--- config.mk ---
export PLATFORM = sky130hd
export DESIGN_NAME = hsl_to_rgb
export DESIGN_NICKNAME = d
export VERILOG_FILES = /design/src/hw/rtl/hsl_pkg.sv /design/src/hw/rtl/hsl_front.sv /design/src/hw/rtl/hsl_fifo.sv /design/src/hw/rtl/hsl_back.sv /design/src/hw/rtl/hsl_to_rgb.sv
export SDC_FILE = /design/constraint.sdc
export NUM_CORES = 2
export LEC_CHECK = 0
export BUFFER_PORTS_ARGS = -buffer_cell sky130_fd_sc_hd__buf_2
export CORE_AREA = 2 2 305 307
export DETAILED_ROUTE_END_ITERATION = 10
export DIE_AREA = 0 0 307 309
export GPL_TIMING_DRIVEN = 0
export PLACE_DENSITY = 0.87
export SYNTH_ARGS = -nofsm -noshare
export SYNTH_HDL_FRONTEND = slang
export SYNTH_SLANG_ARGS = --single-unit
--- constraint.sdc ---
create_clock -name clk -period 9 [get_ports clk]
set_clock_uncertainty 0.15 [all_clocks]
set_input_delay 0.9 -clock clk [delete_from_list [all_inputs] [get_ports clk]]
set_output_delay 0.9 -clock clk [all_outputs]
set_load 0.01 [all_outputs]
--- src/hw/rtl/hsl_pkg.sv ---
// ----------------------------------------------------------------------------
// HSL to RGB package
// Shared widths, constants, types and the hue ramp function of the converter.
// ----------------------------------------------------------------------------
package hsl_pkg;

    localparam int HUE_W       = 9;
    localparam int PCT_W       = 7;
    localparam int CH_W        = 8;
    localparam int LVL_W       = 14;
    localparam int K_W         = 6;
    localparam int N_W         = 20;
    localparam int X_W         = 24;
    localparam int Y_W         = 18;
    localparam int QE_W        = 9;
    localparam int P_W         = 33;
    localparam int LANES       = 3;
    localparam int BACK_STAGES = 4;

    localparam int FIFO_DEPTH_DEF = 4;

    localparam int LANE_RED   = 0;
    localparam int LANE_GREEN = 1;
    localparam int LANE_BLUE  = 2;

    localparam logic [HUE_W-1:0] HUE_FULL  = HUE_W'(360);
    localparam logic [HUE_W-1:0] HUE_THIRD = HUE_W'(120);
    localparam logic [HUE_W-1:0] HUE_TWO3  = HUE_W'(240);
    localparam logic [HUE_W-1:0] HUE_RISE  = HUE_W'(60);
    localparam logic [HUE_W-1:0] HUE_HOLD  = HUE_W'(180);

    localparam logic [PCT_W-1:0] PCT_FULL = PCT_W'(100);
    localparam logic [PCT_W-1:0] PCT_HALF = PCT_W'(50);

    localparam logic [LVL_W-1:0] LVL_ONE   = LVL_W'(10000);
    localparam logic [K_W-1:0]   K_MAX     = K_W'(60);
    localparam logic [N_W-1:0]   LO_SCALE  = N_W'(60);
    localparam logic [X_W-1:0]   N_SCALE   = X_W'(17);
    localparam logic [X_W-1:0]   ROUND_ADD = X_W'(20000);
    localparam int               PRE_SHIFT = 6;
    localparam logic [P_W-1:0]   RECIP     = P_W'(26843);
    localparam int               RECIP_SH  = 24;
    localparam logic [Y_W+1:0]   DIV_C     = (Y_W+2)'(625);
    localparam logic [QE_W:0]    CH_MAX    = (QE_W+1)'(255);

    typedef struct packed {
        logic [LVL_W-1:0]            lo;
        logic [LVL_W-1:0]            diff;
        logic [LANES-1:0][K_W-1:0]   k;
    } hsl_item_t;

    typedef struct packed {
        logic full;
        logic empty;
    } hsl_fifo_stat_t;

    function automatic logic [K_W-1:0] hsl_ramp(input logic [HUE_W-1:0] t);
        logic [HUE_W-1:0] fall;
        begin
            fall = HUE_TWO3 - t;
            priority if (t < HUE_RISE)
                hsl_ramp = t[K_W-1:0];
            else if (t < HUE_HOLD)
                hsl_ramp = K_MAX;
            else if (t < HUE_TWO3)
                hsl_ramp = fall[K_W-1:0];
            else
                hsl_ramp = '0;
        end
    endfunction

endpackage

--- src/hw/rtl/hsl_front.sv ---
// ----------------------------------------------------------------------------
// HSL front end
// Registers an accepted pixel, forms the two levels and the hue ramp positions.
// ----------------------------------------------------------------------------
module hsl_front
    import hsl_pkg::*;
(
    input  logic                  clk,
    input  logic                  rst_n,
    input  logic                  in_valid,
    output logic                  in_ready,
    input  logic [HUE_W-1:0]      hue,
    input  logic [PCT_W-1:0]      saturation,
    input  logic [PCT_W-1:0]      lightness,
    input  hsl_fifo_stat_t        fifo_stat,
    output logic                  push,
    output hsl_item_t             item
);

    logic                 valid_reg;
    logic                 valid_next;
    logic [HUE_W-1:0]     h_reg;
    logic [PCT_W-1:0]     s_reg;
    logic [PCT_W-1:0]     l_reg;
    logic                 accept;

    logic [14:0]          prod_sl;
    logic [14:0]          hi_a;
    logic [14:0]          hi_b;
    logic [14:0]          hi_raw;
    logic [LVL_W-1:0]     hi;
    logic [15:0]          lo_full;
    logic [LVL_W-1:0]     lo;
    logic [HUE_W-1:0]     t_red;
    logic [HUE_W-1:0]     t_blue;

    assign push     = valid_reg && !fifo_stat.full;
    assign in_ready = !valid_reg || !fifo_stat.full;
    assign accept   = in_valid && in_ready;

    always_comb
    begin
        valid_next = valid_reg;
        if (accept)
            valid_next = 1'b1;
        else if (push)
            valid_next = 1'b0;
    end

    always_ff @(posedge clk or negedge rst_n)
    begin
        if (!rst_n)
            valid_reg <= 1'b0;
        else
            valid_reg <= valid_next;
    end

    always_ff @(posedge clk)
    begin
        if (accept)
        begin
            h_reg <= (hue >= HUE_FULL) ? hue - HUE_FULL : hue;
            s_reg <= (saturation > PCT_FULL) ? PCT_FULL : saturation;
            l_reg <= (lightness > PCT_FULL) ? PCT_FULL : lightness;
        end
    end

    always_comb
    begin
        prod_sl = 15'(s_reg) * 15'(l_reg);
        hi_a    = 15'(l_reg) * (15'd100 + 15'(s_reg));
        hi_b    = 15'(l_reg) * 15'd100 + 15'(s_reg) * 15'd100 - prod_sl;
        hi_raw  = (l_reg < PCT_HALF) ? hi_a : hi_b;
        hi      = (hi_raw > 15'(LVL_ONE)) ? LVL_ONE : hi_raw[LVL_W-1:0];
        lo_full = 16'(l_reg) * 16'd200 - 16'(hi);
        lo      = lo_full[LVL_W-1:0];

        t_red  = (h_reg < HUE_TWO3)  ? h_reg + HUE_THIRD : h_reg - HUE_TWO3;
        t_blue = (h_reg < HUE_THIRD) ? h_reg + HUE_TWO3  : h_reg - HUE_THIRD;

        item.lo              = lo;
        item.diff            = hi - lo;
        item.k[LANE_RED]     = hsl_ramp(t_red);
        item.k[LANE_GREEN]   = hsl_ramp(h_reg);
        item.k[LANE_BLUE]    = hsl_ramp(t_blue);
    end

endmodule

--- src/hw/rtl/hsl_fifo.sv ---
// ----------------------------------------------------------------------------
// HSL item queue
// Short first-in first-out queue between the front end and the back end.
// ----------------------------------------------------------------------------
module hsl_fifo
    import hsl_pkg::*;
#(
    parameter int DEPTH = FIFO_DEPTH_DEF
)
(
    input  logic            clk,
    input  logic            rst_n,
    input  logic            push,
    input  hsl_item_t       wr_data,
    input  logic            pop,
    output hsl_item_t       rd_data,
    output hsl_fifo_stat_t  stat
);

    localparam int AW = (DEPTH > 1) ? $clog2(DEPTH) : 1;
    localparam int CW = $clog2(DEPTH + 1);

    hsl_item_t          mem [DEPTH];
    logic [AW-1:0]      wr_ptr_reg;
    logic [AW-1:0]      wr_ptr_next;
    logic [AW-1:0]      rd_ptr_reg;
    logic [AW-1:0]      rd_ptr_next;
    logic [CW-1:0]      count_reg;
    logic [CW-1:0]      count_next;

    assign stat.full  = (count_reg == CW'(DEPTH));
    assign stat.empty = (count_reg == '0);
    assign rd_data    = mem[rd_ptr_reg];

    always_comb
    begin
        wr_ptr_next = wr_ptr_reg;
        rd_ptr_next = rd_ptr_reg;
        count_next  = count_reg;
        if (push)
            wr_ptr_next = (wr_ptr_reg == AW'(DEPTH - 1)) ? '0 : wr_ptr_reg + 1'b1;
        if (pop)
            rd_ptr_next = (rd_ptr_reg == AW'(DEPTH - 1)) ? '0 : rd_ptr_reg + 1'b1;
        if (push && !pop)
            count_next = count_reg + 1'b1;
        else if (pop && !push)
            count_next = count_reg - 1'b1;
    end

    always_ff @(posedge clk or negedge rst_n)
    begin
        if (!rst_n)
        begin
            wr_ptr_reg <= '0;
            rd_ptr_reg <= '0;
            count_reg  <= '0;
        end
        else
        begin
            wr_ptr_reg <= wr_ptr_next;
            rd_ptr_reg <= rd_ptr_next;
            count_reg  <= count_next;
        end
    end

    always_ff @(posedge clk)
    begin
        if (push)
            mem[wr_ptr_reg] <= wr_data;
    end

endmodule

--- src/hw/rtl/hsl_back.sv ---
// ----------------------------------------------------------------------------
// HSL back end
// Four-stage pipeline that interpolates each channel and rounds it to 8 bits.
// ----------------------------------------------------------------------------
module hsl_back
    import hsl_pkg::*;
(
    input  logic                  clk,
    input  logic                  rst_n,
    input  hsl_fifo_stat_t        fifo_stat,
    input  hsl_item_t             item,
    output logic                  pop,
    output logic                  out_valid,
    input  logic                  out_ready,
    output logic [CH_W-1:0]       red,
    output logic [CH_W-1:0]       green,
    output logic [CH_W-1:0]       blue
);

    logic [BACK_STAGES-1:0]  valid_reg;
    logic [BACK_STAGES-1:0]  valid_next;
    logic                    adv;

    logic [N_W-1:0]   n_reg   [LANES];
    logic [N_W-1:0]   n_next  [LANES];
    logic [Y_W-1:0]   y_reg   [LANES];
    logic [Y_W-1:0]   y_next  [LANES];
    logic [Y_W-1:0]   y3_reg  [LANES];
    logic [QE_W-1:0]  qe_reg  [LANES];
    logic [QE_W-1:0]  qe_next [LANES];
    logic [CH_W-1:0]  ch_reg  [LANES];
    logic [CH_W-1:0]  ch_next [LANES];

    logic [X_W-1:0]   x_w     [LANES];
    logic [P_W-1:0]   p_w     [LANES];
    logic [Y_W+1:0]   base_w  [LANES];
    logic [QE_W:0]    q_w     [LANES];

    assign adv       = !valid_reg[BACK_STAGES-1] || out_ready;
    assign pop       = adv && !fifo_stat.empty;
    assign out_valid = valid_reg[BACK_STAGES-1];
    assign red       = ch_reg[LANE_RED];
    assign green     = ch_reg[LANE_GREEN];
    assign blue      = ch_reg[LANE_BLUE];

    always_comb
    begin
        valid_next = {valid_reg[BACK_STAGES-2:0], !fifo_stat.empty};
        for (int i = 0; i < LANES; i++)
        begin
            n_next[i]  = N_W'(item.lo) * LO_SCALE + N_W'(item.diff) * N_W'(item.k[i]);
            x_w[i]     = X_W'(n_reg[i]) * N_SCALE + ROUND_ADD;
            y_next[i]  = x_w[i][X_W-1:PRE_SHIFT];
            p_w[i]     = P_W'(y_reg[i]) * RECIP;
            qe_next[i] = p_w[i][RECIP_SH +: QE_W];
            base_w[i]  = (Y_W+2)'(qe_reg[i]) * DIV_C;
            if ((Y_W+2)'(y3_reg[i]) >= base_w[i] + DIV_C)
                q_w[i] = (QE_W+1)'(qe_reg[i]) + 1'b1;
            else
                q_w[i] = (QE_W+1)'(qe_reg[i]);
            ch_next[i] = (q_w[i] > CH_MAX) ? CH_MAX[CH_W-1:0] : q_w[i][CH_W-1:0];
        end
    end

    always_ff @(posedge clk or negedge rst_n)
    begin
        if (!rst_n)
            valid_reg <= '0;
        else if (adv)
            valid_reg <= valid_next;
    end

    always_ff @(posedge clk)
    begin
        if (adv)
        begin
            for (int i = 0; i < LANES; i++)
            begin
                n_reg[i]  <= n_next[i];
                y_reg[i]  <= y_next[i];
                y3_reg[i] <= y_reg[i];
                qe_reg[i] <= qe_next[i];
                ch_reg[i] <= ch_next[i];
            end
        end
    end

endmodule

--- src/hw/rtl/hsl_to_rgb.sv ---
// ----------------------------------------------------------------------------
// HSL to RGB converter
// Converts one pixel from hue, saturation and lightness to 8-bit RGB.
//
//   Channel   Direction  Bits  Contents (lowest bit up)
//   s_axis    in         24    hue[8:0], saturation[15:9], lightness[22:16]
//   m_axis    out        24    red[7:0], green[15:8], blue[23:16]
//
// While m_axis_tready stays high, one pixel is accepted and one result leaves
// in every cycle. A pixel passes the front register, the queue write and the
// four back-end stages, of which the slowest holds one 18x15 multiplication.
// Reset clears the valid bits and the queue pointers; no clearing pass.
// A stall at the output freezes the back end, the queue takes FIFO_DEPTH
// pixels, the front register one more, and then s_axis_tready falls.
// ----------------------------------------------------------------------------
module hsl_to_rgb
    import hsl_pkg::*;
#(
    parameter int FIFO_DEPTH = FIFO_DEPTH_DEF
)
(
    input  logic         clk,
    input  logic         rst_n,
    input  logic         s_axis_tvalid,
    output logic         s_axis_tready,
    input  logic [23:0]  s_axis_tdata,   // hue, saturation, lightness, zero pad
    output logic         m_axis_tvalid,
    input  logic         m_axis_tready,
    output logic [23:0]  m_axis_tdata    // red, green, blue
);

    hsl_fifo_stat_t   fifo_stat;
    hsl_item_t        wr_item;
    hsl_item_t        rd_item;
    logic             push;
    logic             pop;
    logic [CH_W-1:0]  red;
    logic [CH_W-1:0]  green;
    logic [CH_W-1:0]  blue;

    hsl_front u_front (
        .clk        (clk),
        .rst_n      (rst_n),
        .in_valid   (s_axis_tvalid),
        .in_ready   (s_axis_tready),
        .hue        (s_axis_tdata[8:0]),
        .saturation (s_axis_tdata[15:9]),
        .lightness  (s_axis_tdata[22:16]),
        .fifo_stat  (fifo_stat),
        .push       (push),
        .item       (wr_item)
    );

    hsl_fifo #(
        .DEPTH (FIFO_DEPTH)
    ) u_fifo (
        .clk     (clk),
        .rst_n   (rst_n),
        .push    (push),
        .wr_data (wr_item),
        .pop     (pop),
        .rd_data (rd_item),
        .stat    (fifo_stat)
    );

    hsl_back u_back (
        .clk       (clk),
        .rst_n     (rst_n),
        .fifo_stat (fifo_stat),
        .item      (rd_item),
        .pop       (pop),
        .out_valid (m_axis_tvalid),
        .out_ready (m_axis_tready),
        .red       (red),
        .green     (green),
        .blue      (blue)
    );

    assign m_axis_tdata = {blue, green, red};

endmodule

Yosys cells after proc, flatten, opt, wreduce, memory -nomap -nowiden
Memories as Yosys holds them, arrays and structs flattened.
Cells that the tools add are included.
Widths: inputs -> output; s select.
- $add $sub $neg: 29
- $mul: 18
- $lt $le $gt $ge: 21
- equal/unequal tests: 3
- mux-type cells: 30
- reductions and logical operators: 16
- operator list (cell ; number):
    $mul 18x15->33 const B ; 3
    $add 24x15->24 const B ; 3
    $mul 20x5->24 const B ; 3
    $add 19x10->20 const B ; 3
    $add 20x20->20 ; 3
    $ge 18x20->1 ; 3
    $mul 14x6->20 ; 3
    $mul 9x10->19 const B ; 3
    $lt 9x8->1 const B ; 6
    $mux 6 ; 9
    $add 9x1->10 const B ; 3
    $gt 10x8->1 const B ; 3
    $mux 10 ; 3
    $sub 14x14->14 ; 2
    $lt 9x6->1 const B ; 3
    $mux 9 ; 3
    $mul 7x5->12 const B ; 2
    $mux 8 ; 3
    $mul 14x4->18 const B ; 1
    $sub 6x6->6 const A ; 3
    $add 14x14->15 ; 1
    $gt 15x14->1 const B ; 1
    $mul 7x15->15 ; 1
    $mux 15 ; 1
    other kinds (27) ; 48
- flip-flop bits (word level): 35
- bits in writable memories: 403
- output and inout bits: 26
- word-level logic and storage cells: 131
- memories: 6
- memory list (name ; words ; bits a word ; read ports ; clocked after memory_dff ; write ports ; line ; RTL):
    u_fifo.mem ; 4 ; 46 ; 1 ; 0 ; 1 ; hsl_fifo.sv:23 ; hsl_item_t mem [DEPTH];
    u_back.n_reg ; 3 ; 20 ; 3 ; 0 ; 3 ; hsl_back.sv:24 ; logic [N_W-1:0] n_reg [LANES];
    u_back.y3_reg ; 3 ; 18 ; 3 ; 0 ; 3 ; hsl_back.sv:28 ; logic [Y_W-1:0] y3_reg [LANES];
    u_back.y_reg ; 3 ; 18 ; 3 ; 0 ; 3 ; hsl_back.sv:26 ; logic [Y_W-1:0] y_reg [LANES];
    u_back.qe_reg ; 3 ; 9 ; 3 ; 0 ; 3 ; hsl_back.sv:29 ; logic [QE_W-1:0] qe_reg [LANES];
    u_back.ch_reg ; 3 ; 8 ; 3 ; 0 ; 3 ; hsl_back.sv:31 ; logic [CH_W-1:0] ch_reg [LANES];

Logic depth before layout (Yosys ltp)
- depth in word-level cells: 8
- mapped depth: 45

By module
A second synthesis with hierarchy kept.
- cells, all modules: 5265
- area total of the unflattened synthesis: 55873.6 um2
- modules (own cells, without submodules) (module ; instances ; cells an instance ; area an instance (um2)):
    hsl_back ; 1 ; 3882 ; 39784.4
    hsl_front ; 1 ; 1106 ; 9043.7
    hsl_fifo ; 1 ; 277 ; 7045.5

Worst setup path after synthesis
No wires, ideal clock.
- path kind: flip-flop to flip-flop
- from: reg u_front.l_reg[2]
- to: mem u_fifo.mem[0][31] in the netlist's numbering (data pin)
- library setup time: 0.180 ns
- arrival time: 9.553 ns
- slack: -0.883 ns
- stages on the path, launching flop included: 44
- clock period less this slack: 9.883 ns
- cell sequence: edfxtp_1 > inv_1 > ha_1 > ha_1 > ha_1 > fa_1 > a21o_1 > a21oi_1 > o21bai_1 > a21oi_1 > xor2_1 > ha_1 > ha_1 > inv_1 > fa_1 > inv_1 > fa_1 > inv_1 > [... 8 more ...] > buf_2 > o211ai_1 > ha_1 > nand3_1 > o2bb2a_1 > o31ai_1 > o21ai_0 > nand2b_1 > xor2_1 > inv_1 > ha_1 > nand2_1 > a311o_1 > a211oi_2 > nor2_1 > o311a_4 > o31ai_2 > xor2_1
- RTL lines (what ; line ; RTL):
    start: declaration ; hsl_front.sv:24 ; logic [PCT_W-1:0] l_reg;
    start signal: assignment ; hsl_front.sv:64 ; l_reg <= (lightness > PCT_FULL) ? PCT_FULL : lightness;
    end: declaration ; hsl_fifo.sv:23 ;

==> impl_metrics.csv <==
group,metric,value,unit
grt,met1_usage,32.8,%
hold_path,whs_path_depth,1,
synth,ys_types,93,
place,portBuffers,52,
cts,clock_path_buffers,3,
grt,grt_max_degree,73,
place,gp_congestion,0.947,
synth,synth_area,0.0545,mm^2
timing,fin_crit_sh,120,%
place,dpl.hpwl,94.8,mm
hold_path,min_from,"s_axis_tdata[1]",
routing,wl,138,mm
layout,nets,7005,
routing,drc,0,
synth,postSynth.asyncResetShare,2.81,%
synth,synth_edf_count,415,
routing,drtIter0Drc,3752,
layout,largest_reg_flops,176,
timing,slew_viol_final,0,
worst_setup_path,worst_path_most_repeated_cell,"ha_1",
worst_setup_path,reg2reg_depth,41,
routing,ant_nets,0,
worst_setup_path,path_max_fanout,6,
worst_setup_path,reg2reg_from,"u_front.l_reg[3]$_SDFFCE_PN0P_",
floorplan,placementRows,111,
worst_setup_path,crit_required,9.25,ns
layout,drive_gt1_share,8.93,%
timing,max_freq,92.8,MHz
grt,grt_overflow_total,0,
timing,fin_crit,10.78,ns
timing,setup_slack,-1.78,ns
routing,viasPerCell,6.03,
timing,slew_headroom,16.0,%
routing,wl_per_cell,21.0,um
routing,first_pass_iters,9,
cts,path_clk_slew,0.07,ns
grt,grt_pass1_wl,207,mm
synth,yosysWarnings,0,
synth,ys_ff_latch,427,
grt,grt_util_met2,47.6,%
grt,gr-usage-met3,4.44,%
run_status,violations,"setup timing",
place,dp_cells,6409,
cts,numCtsBuffers,50,
layout,final_util,65.7,%
timing,rsz0062_at_grt,"true",
worst_setup_path,cpMaxStageDelayCell,"xnor2_1",
cts,clock_latency,0.68,ns
floorplan,start_util,59.7,%
timing,holdWs,0.287,ns
hold_path,worst_hold_path_type,"input port to flop",
run_status,status,"finished with violations",
grt,grtUsageTotal,27.3,%
timing,finalHoldViolCount,0,
layout,fin_cells,6597,
synth,avgSynthCellArea,10.6,um^2
timing,setup-tns-final,-62.78,ns
worst_setup_path,r2r_end,"u_fifo.mem[0][31]$_DFFE_PP_",
floorplan,ios,54,
floorplan,die_h,309,um
worst_setup_path,reg2reg_slack,-1.78,ns
synth,ys_seq_area_share,23.4,%
worst_setup_path,cp_data_arrival_time,11.03,ns
worst_setup_path,cp-start-kind,"flop",
floorplan,core-area,0.0914,mm^2
grt,antenna_found_initial,7,
cts,cts_tree,"yes",
worst_setup_path,cpPeakStageDelay,0.66,ns
job,drv_cap,0,
floorplan,design.die.area,0.0949,mm^2
synth,syn-instance-count,5153,
routing,num_vias,39800,
cts,h-tree-depth,2,
timing,tightestPinTransition,1.26,ns
worst_setup_path,crit_type,"flop to flop",
timing,finalSetupViolations,68,
floorplan,fp.dieW,307,um
hold_path,holdPathEnd,"u_front.h_reg[1]$_DFFE_PP_",
layout,n_fill_cell,6138,
synth,ys.flop_type,"edfxtp_1",
cts,cts.sinks,427,
worst_setup_path,endpoint_kind,"flop",
layout,syn2layout_area_growth,10.2,%
grt,top_usage_layer,"met2",
grt,first_global_vias,41400,
cts,cts-root-buf,"clkbuf_16",
per-stage QoR:
stage          setup slack (ns)  cell area [um^2]
6_report                  -1.78             60100
5_1_grt                   -1.99             60100
4_1_cts                  -0.429             59300
3_5_place_dp              -1.59             56700
3_3_place_gp              -1.32             56500
2_1_floorplan            -0.144             54800
timing repair:
action	4_1_cts	5_1_grt
pin swaps	51	48
setup endpoints to repair	64	64
hold endpoints to repair	12	0
buffers inserted	53	39
hold buffers	1	0
gates cloned	0	1
gates resized for setup	96	87
cell usage after synthesis (all sizes together), types with 7 or more instances:
library cell	n	share of area [%]
a31o	7	0.11
o21a	32	0.44
o21bai	50	0.69
mux2	8	0.17
nor3	51	0.47
nand2b	26	0.30
o31ai	12	0.19
fa	641	24
ha	969	22
edfxtp	415	23
nor2b	37	0.42
and2	111	1.3
clkbuf	56	0.39
a21o	99	1.4
mux4	44	1.8
dfrtp	12	0.55
nand3	43	0.39
o22ai	7	0.080
and3	19	0.22
a22oi	10	0.14
a21boi	14	0.19
xor2	73	1.2
xnor2	182	2.9
or2	15	0.17
a21oi	220	2.0
nor4	12	0.14
nand4	14	0.16
a211oi	23	0.34
buf	19	0.18
inv	1119	7.7
or3	12	0.14
nor2	196	1.4
o31a	10	0.16
nand2	344	2.4
a31oi	15	0.17
mux2i	10	0.18
o21ai	122	1.1
o211ai	18	0.26
how the worst max path moves through the flow:
stage	from	end	slack (ns)	cells after the start
global placement	m_axis_tready	u_fifo.count_reg[1]$_DFFE_PN0P_	-1.32	8
global route	u_front.l_reg[1]$_SDFFCE_PN0P_	u_fifo.mem[1][30]$_DFFE_PP_	-1.99	41
CTS	u_front.l_reg[2]$_SDFFCE_PN1P_	u_fifo.mem[1][31]$_DFFE_PP_	-0.43	43
floorplan	u_front.l_reg[2]$_SDFFCE_PN1P_	u_fifo.mem[0][31]$_DFFE_PP_	-0.14	42
finish	u_front.l_reg[3]$_SDFFCE_PN0P_	u_fifo.mem[0][31]$_DFFE_PP_	-1.78	41
detailed placement	u_front.l_reg[1]$_SDFFCE_PN0P_	u_fifo.mem[1][31]$_DFFE_PP_	-1.59	41
final cells by class:
class | count | area, um^2 | share of cell area (%)
clock buffer | 59 | 1350 | 2.25
timing repair buffer | 153 | 1180 | 1.97
clock inverter | 33 | 377 | 0.627
tap | 1186 | 1480 | 2.47
sequential | 427 | 12800 | 21.2
antenna | 4 | 10.0 | 0.0167
multi-input combinational | 3542 | 38300 | 63.8
inverter | 1120 | 4230 | 7.04
buffer | 73 | 328 | 0.546
worst max-delay path, delay by kind of cell, from the launching register on:
| kind | cells | cell delay, ns |
|---|---|---|
| flip-flops | 1 | 0.48 |
| adder cells (fa/ha/maj) | 11 | 4.17 |
| AO/OA/AOI/OAI | 13 | 2.81 |
| buffers and inverters | 8 | 0.92 |
| XOR/XNOR | 3 | 1.03 |
| AND/OR/NAND/NOR | 6 | 0.93 |
routing by layer:
| layer | part of all wire [%] | wire length (um) |
|---|---|---|
| met2 | 47 | 65100 |
| met1 | 36 | 49500 |
| met4 | 7.8 | 10800 |
| met5 | 0.0080 | 11 |
| met3 | 9.3 | 12900 |
layout by cell type (no fill, tap or decap), types with 64 or more instances in the layout:
master,n
o21ai_0,109
and2_1,105
nor2_1,188
buf_4,84
fa_1,639
xor2_1,64
a21o_1,98
inv_1,1107
ha_1,934
edfxtp_1,415
nand2_1,340
a21oi_1,197
xnor2_1,167
kinds of logic (layout without fill, tap and decap cells):
kind of cell / count (synthesis) / after routing / synth area share [%]
buffers and inverters: 1195 / 1438 / 8.27
XOR/XNOR: 255 / 255 / 4.11
multiplexers: 62 / 63 / 2.17
flip-flops: 427 / 427 / 23.4
AND/OR/NAND/NOR: 895 / 895 / 7.65
adder cells (fa/ha/maj): 1610 / 1610 / 45.8
AO/OA/AOI/OAI: 707 / 707 / 8.61
other: 2 / 16 / 0.0138
Power is left out: the tool's default activity adds up to more than one toggle a clock period on the data nets, which glitch-free logic cannot reach.
